[config.mk]
export PLATFORM = sky130hd
export DESIGN_NAME = dlps_div
export DESIGN_NICKNAME = d
export VERILOG_FILES = /design/src/rtl/core/dlps_div.sv
export SDC_FILE = /design/constraint.sdc
export NUM_CORES = 1
export LEC_CHECK = 0
export ABC_CLOCK_PERIOD_IN_PS = 4080
export BUFFER_PORTS_ARGS = -buffer_cell sky130_fd_sc_hd__buf_4
export CAP_MARGIN = 20
export CORE_ASPECT_RATIO = 1.1
export CORE_UTILIZATION = 55
export CTS_CLUSTER_DIAMETER = 100
export CTS_CLUSTER_SIZE = 16
export DETAILED_ROUTE_END_ITERATION = 8
export HOLD_SLACK_MARGIN = 0.15
export PLACE_DENSITY = 0.81
export SLEW_MARGIN = 10
export SYNTH_ARGS = -nofsm -noshare
export SYNTH_HDL_FRONTEND = slang
export SYNTH_SLANG_ARGS = --single-unit
[constraint.sdc]
create_clock -name clk -period 4.08 [get_ports clk]
set_clock_uncertainty 0.2 [all_clocks]
set_input_delay 0.408 -clock clk [delete_from_list [all_inputs] [get_ports clk]]
set_output_delay 0.408 -clock clk [all_outputs]
set_load 0.03 [all_outputs]
[src/rtl/core/dlps_div.sv]
// ----------------------------------------------------------------------------
// dlps_div: restoring unsigned divider
// One quotient bit per cycle; done pulses when the quotient is ready.
// ----------------------------------------------------------------------------
module dlps_div #(
    parameter int NUM_W = 52,
    parameter int DEN_W = 28
) (
    input  logic             clk,
    input  logic             rst_n,
    input  logic             start,
    input  logic [NUM_W-1:0] num,
    input  logic [DEN_W-1:0] den,
    output logic             done,
    output logic [NUM_W-1:0] quot
);

    localparam int CNT_W = $clog2(NUM_W);

    logic             busy_reg, busy_next;
    logic             done_reg, done_next;
    logic [CNT_W-1:0] cnt_reg, cnt_next;
    logic [DEN_W-1:0] rem_reg, rem_next;
    logic [NUM_W-1:0] quo_reg, quo_next;
    logic [DEN_W-1:0] den_reg, den_next;
    logic [DEN_W:0]   rem_sh;
    logic             ge;

    always_comb
    begin
        busy_next = busy_reg;
        done_next = 1'b0;
        cnt_next  = cnt_reg;
        rem_next  = rem_reg;
        quo_next  = quo_reg;
        den_next  = den_reg;
        rem_sh    = {rem_reg, quo_reg[NUM_W-1]};
        ge        = (rem_sh >= {1'b0, den_reg});
        if (start)
        begin
            busy_next = 1'b1;
            cnt_next  = '0;
            rem_next  = '0;
            quo_next  = num;
            den_next  = den;
        end
        else if (busy_reg)
        begin
            // shift in the next numerator bit, subtract where it fits
            rem_next = ge ? DEN_W'(rem_sh - {1'b0, den_reg}) : rem_sh[DEN_W-1:0];
            quo_next = {quo_reg[NUM_W-2:0], ge};
            cnt_next = cnt_reg + 1'b1;
            if (cnt_reg == CNT_W'(NUM_W - 1))
            begin
                busy_next = 1'b0;
                done_next = 1'b1;
            end
        end
    end

    always_ff @(posedge clk or negedge rst_n)
    begin
        if (!rst_n)
        begin
            busy_reg <= 1'b0;
            done_reg <= 1'b0;
            cnt_reg  <= '0;
        end
        else
        begin
            busy_reg <= busy_next;
            done_reg <= done_next;
            cnt_reg  <= cnt_next;
        end
    end

    always_ff @(posedge clk)
    begin
        rem_reg <= rem_next;
        quo_reg <= quo_next;
        den_reg <= den_next;
    end

    assign done = done_reg;
    assign quot = quo_reg;

endmodule

==> metrics.txt <==
# TYPE chip_impl_metric gauge
chip_impl_metric{name="post-place-ws",unit="ns"} 0.610
chip_impl_metric{name="combPwrFrac",unit="%"} 34.8
chip_impl_metric{name="grt_antenna_before_repair",unit=""} 0
chip_impl_metric{name="grtUsageTotal",unit="%"} 30.0
chip_impl_metric{name="yosysSeqAreaShare",unit="%"} 51.5
chip_impl_metric{name="final_setup_violation_count",unit=""} 0
chip_impl_metric{name="wl",unit="um"} 16400
chip_impl_metric{name="cellLeakagePower",unit="nW"} 3.87
chip_impl_metric{name="max_slew.worst_pin.slew",unit="ns"} 1.07
chip_impl_metric{name="worstPathArrival",unit="ns"} 3.63
chip_impl_metric{name="finalWorstSetupSlack",unit="ns"} 0.561
chip_impl_metric{name="critPathMaxFanout",unit=""} 27
chip_impl_info{name="outcome",value="finished, final reports clean"} 1
chip_impl_metric{name="post_route_non_filler_standard_cell_count",unit=""} 898
chip_impl_metric{name="grt_pass1_wl",unit="um"} 26200
chip_impl_metric{name="fin_tns_setup",unit="ns"} 0
chip_impl_metric{name="timing.final.crit_period",unit="ns"} 3.52
chip_impl_metric{name="die_height",unit="um"} 113
chip_impl_metric{name="intPower",unit="mW"} 3.34
chip_impl_metric{name="cts_inserted_buffers",unit=""} 17
chip_impl_metric{name="total_instance_count_after_detailed_placement",unit=""} 787
chip_impl_metric{name="drt_drc_violations_left",unit=""} 0
chip_impl_metric{name="syn-instance-count",unit=""} 523
chip_impl_metric{name="ctsLongestPathBuffers",unit=""} 2
chip_impl_metric{name="dieArea",unit="um^2"} 11600
chip_impl_info{name="setup.worst_path.start_class",value="flip-flop"} 1
chip_impl_metric{name="power.share.switching",unit="%"} 31.9
chip_impl_metric{name="total_standard_cell_area_after_synthesis",unit="um^2"} 6140
chip_impl_metric{name="globalRouteOverflowTotal",unit=""} 0
chip_impl_metric{name="drt_iter0_drc",unit=""} 304
chip_impl_metric{name="worst_slew_margin_rel",unit="%"} 28.4
chip_impl_metric{name="drive_gt1_share",unit="%"} 30.2
chip_impl_metric{name="numClockSinks",unit=""} 116
chip_impl_metric{name="placement_rows",unit=""} 40
chip_impl_metric{name="place.gp.congestion",unit=""} 0.847
chip_impl_metric{name="vdd_drop_max",unit="mV"} 0.332
chip_impl_metric{name="worstSkewPairLatency",unit="ns"} 0.41
chip_impl_metric{name="post_synth_num_cell_types",unit=""} 57
chip_impl_metric{name="nets",unit=""} 853
chip_impl_metric{name="clk_pin_slew",unit="ns"} 0.05
chip_impl_metric{name="register_area",unit="um^2"} 3160
chip_impl_metric{name="max_ffs_per_register",unit=""} 52
chip_impl_metric{name="async_flop_share",unit="%"} 6.90
chip_impl_metric{name="ys_ff_latch",unit=""} 116
chip_impl_metric{name="num_vias",unit=""} 5004
chip_impl_metric{name="power.net_switching",unit="mW"} 1.56
chip_impl_metric{name="grt_start_max_net_pins",unit=""} 63
chip_impl_info{name="critPathKind",value="reg -> reg"} 1
chip_impl_metric{name="slew_viol_final",unit=""} 0
chip_impl_metric{name="h-tree-depth",unit=""} 4
chip_impl_metric{name="start_util",unit="%"} 56.3
chip_impl_metric{name="syn_to_final_growth",unit="%"} 41.9
chip_impl_metric{name="power_per_cell_area",unit="nW/um^2"} 563
chip_impl_metric{name="dp_hpwl",unit="um"} 9730
chip_impl_info{name="cts_root_buffer",value="clkbuf_16"} 1
chip_impl_metric{name="drt-vias-per-instance",unit=""} 5.57
chip_impl_metric{name="timing.fmax",unit="MHz"} 284
chip_impl_metric{name="first_global_vias",unit=""} 5239
chip_impl_metric{name="synthesis.nets",unit=""} 636
chip_impl_metric{name="yosys_warnings",unit=""} 0
chip_impl_metric{name="multiInputGateArea",unit="um^2"} 2730
chip_impl_metric{name="max-cap-violations",unit=""} 0
chip_impl_info{name="rsz0062_at_grt",value="false"} 1
chip_impl_metric{name="boundaryPins",unit=""} 136
chip_impl_metric{name="min_delay_path_depth",unit=""} 3
chip_impl_metric{name="proportion_of_power_drawn_by_the_clock_network",unit="%"} 32.4
chip_impl_metric{name="final.fill_count",unit=""} 655
chip_impl_metric{name="number_of_enable_flip_flop_cells_after_synthesis",unit=""} 80
chip_impl_metric{name="power_frac_seq",unit="%"} 32.7
chip_impl_info{name="synth_ff_type",value="edfxtp_1"} 1
chip_impl_metric{name="fp.dieW",unit="um"} 103
chip_impl_metric{name="drt_pass1_iterations",unit=""} 5
chip_impl_info{name="setup.worst_path.end_class",value="flip-flop"} 1
chip_impl_metric{name="wire_per_inst",unit="um"} 18.2
chip_impl_metric{name="post-route-period-util",unit="%"} 86.2
chip_impl_metric{name="insertedDiodeCount",unit=""} 0
chip_impl_metric{name="core_region_area",unit="um^2"} 10900
chip_impl_info{name="worst_hold_path_type",value="in -> reg"} 1
chip_impl_metric{name="crit_required",unit="ns"} 4.19
chip_impl_metric{name="totalPowerFinal",unit="mW"} 4.90
chip_impl_metric{name="i_o_buffers",unit=""} 135
chip_impl_metric{name="syn-mean-instance-area",unit="um^2"} 11.7
chip_impl_metric{name="final_hold_viol_count",unit=""} 0
chip_impl_metric{name="reg2reg_depth",unit=""} 12
chip_impl_info{name="tritoncts",value="built"} 1
chip_impl_metric{name="ant_nets",unit=""} 0
==> metal layers <==
layer | global-route usage (%) | share of wire, % | wire length (um) | up-vias
met4 | 11.3 | 2.4 | 395 | 0
li1 | - | - | - | 2381
met5 | 0 | 0 | 0 | -
met2 | 51.1 | 51 | 8330 | 183
met3 | 9.64 | 7.0 | 1150 | 33
met1 | 34.9 | 40 | 6510 | 2407
==> kinds of logic after synthesis <==
group                    synth area share [%]
flip-flops                               51.5
AO/OA/AOI/OAI                            12.4
AND/OR/NAND/NOR                          8.36
multiplexers                             13.4
buffers and inverters                    3.97
adder cells (fa/ha/maj)                  6.24
XOR/XNOR                                 4.14
==> cells in the final DEF (no fill, tap or decap), types with 22 or more instances in the layout <==
cell and n:
ha_1 29, mux2i_1 22, inv_1 36, dlygate4sd3_1 81
dfxtp_1 28, edfxtp_1 80, buf_4 139, a21oi_1 24
mux2_2 51, nor2_1 42
==> synthesized netlist by cell type (all sizes together), types with 2 or more instances <==
master	n	area share, %
edfxtp	80	39
mux2	53	9.8
nor2	42	2.6
inv	37	2.3
ha	29	5.9
dfxtp	28	9.1
a21oi	24	2.0
mux2i	22	3.6
a211oi	20	2.6
clkbuf	18	1.1
xnor2	18	2.6
o21ai	17	1.4
nand2	13	0.79
a21o	11	1.3
xor2	11	1.6
a31oi	9	1.0
nand4	9	1.0
dfrtp	8	3.3
nand3	7	0.57
nand2b	6	0.61
nor2b	6	0.61
o22ai	6	0.61
buf	5	0.61
nor3	4	0.41
o21bai	4	0.49
nor3b	3	0.37
o211ai	3	0.37
o21a	3	0.37
o31ai	3	0.37
or2	3	0.35
or3	3	0.31
and3	2	0.20
o2111ai	2	0.29
o31a	2	0.29
==> power by group through the flow <==
| stage | clock (mW) | sequential, mW | combinational (mW) |
|---|---|---|---|
| after CTS | 1.59 | 1.59 | 1.68 |
| after global placement | 0 | 1.60 | 1.57 |
| after floorplan | 0 | 1.70 | 1.10 |
| final | 1.59 | 1.61 | 1.71 |
| after detailed placement | 0 | 1.61 | 1.61 |
| after global routing | 1.66 | 1.62 | 1.86 |
==> stage by stage <==
step / hold WS [ns] / cell area [um^2] / utilization, %
floorplan: -0.0876 / 6140 / -
global placement: 0.0275 / 7280 / 66.7
detailed placement: 0.0286 / 7280 / 66.7
CTS: 0.156 / 8710 / 79.9
global route: 0.207 / 8710 / 79.9
finish: 0.155 / 8710 / 79.9
==> critical path, cell delays in order (launching register included) <==
cell       delay, ns
edfxtp_1        0.36
inv_1           0.08
ha_1            0.28
a21o_1          0.20
a21oi_1         0.22
a211oi_2        0.11
nor3_2          0.34
a2111o_1        0.23
a31oi_2         0.11
a2111oi_4       0.43
buf_12          0.26
mux2_4          0.32
a211oi_2        0.26
==> final timing paths <==
path	slack [ns]	from	to
worst max-delay path	0.56	den_reg[3]	rem_reg[0]
worst min-delay path	0.15	num[0]	quot[0]
worst max register to register	0.56	den_reg[3]	rem_reg[0]
worst min register to register	0.30	rem_reg[3]	rem_reg[4]
max in group asynchronous	2.64	rst_n	cnt_reg[2]
min in group asynchronous	0.77	rst_n	busy_reg
==> cell type report <==
cell class                      instances  share of cell area, %
Clock buffer                           20                   5.01
Clock inverter                         10                   2.10
Inverter                               37                   1.59
Multi-Input combinational cell        347                   31.4
Sequential cell                       116                   36.3
Tap cell                              147                   2.11
Timing Repair Buffer                  221                   21.5
==> what timing repair did <==
action	in CTS	in global routing
endpoints found under the hold margin	87	0
setup buffers	0	0
hold buffers	81	0
resized for setup	0	0
No activity file was read; power rests on OpenSTA's default activity.
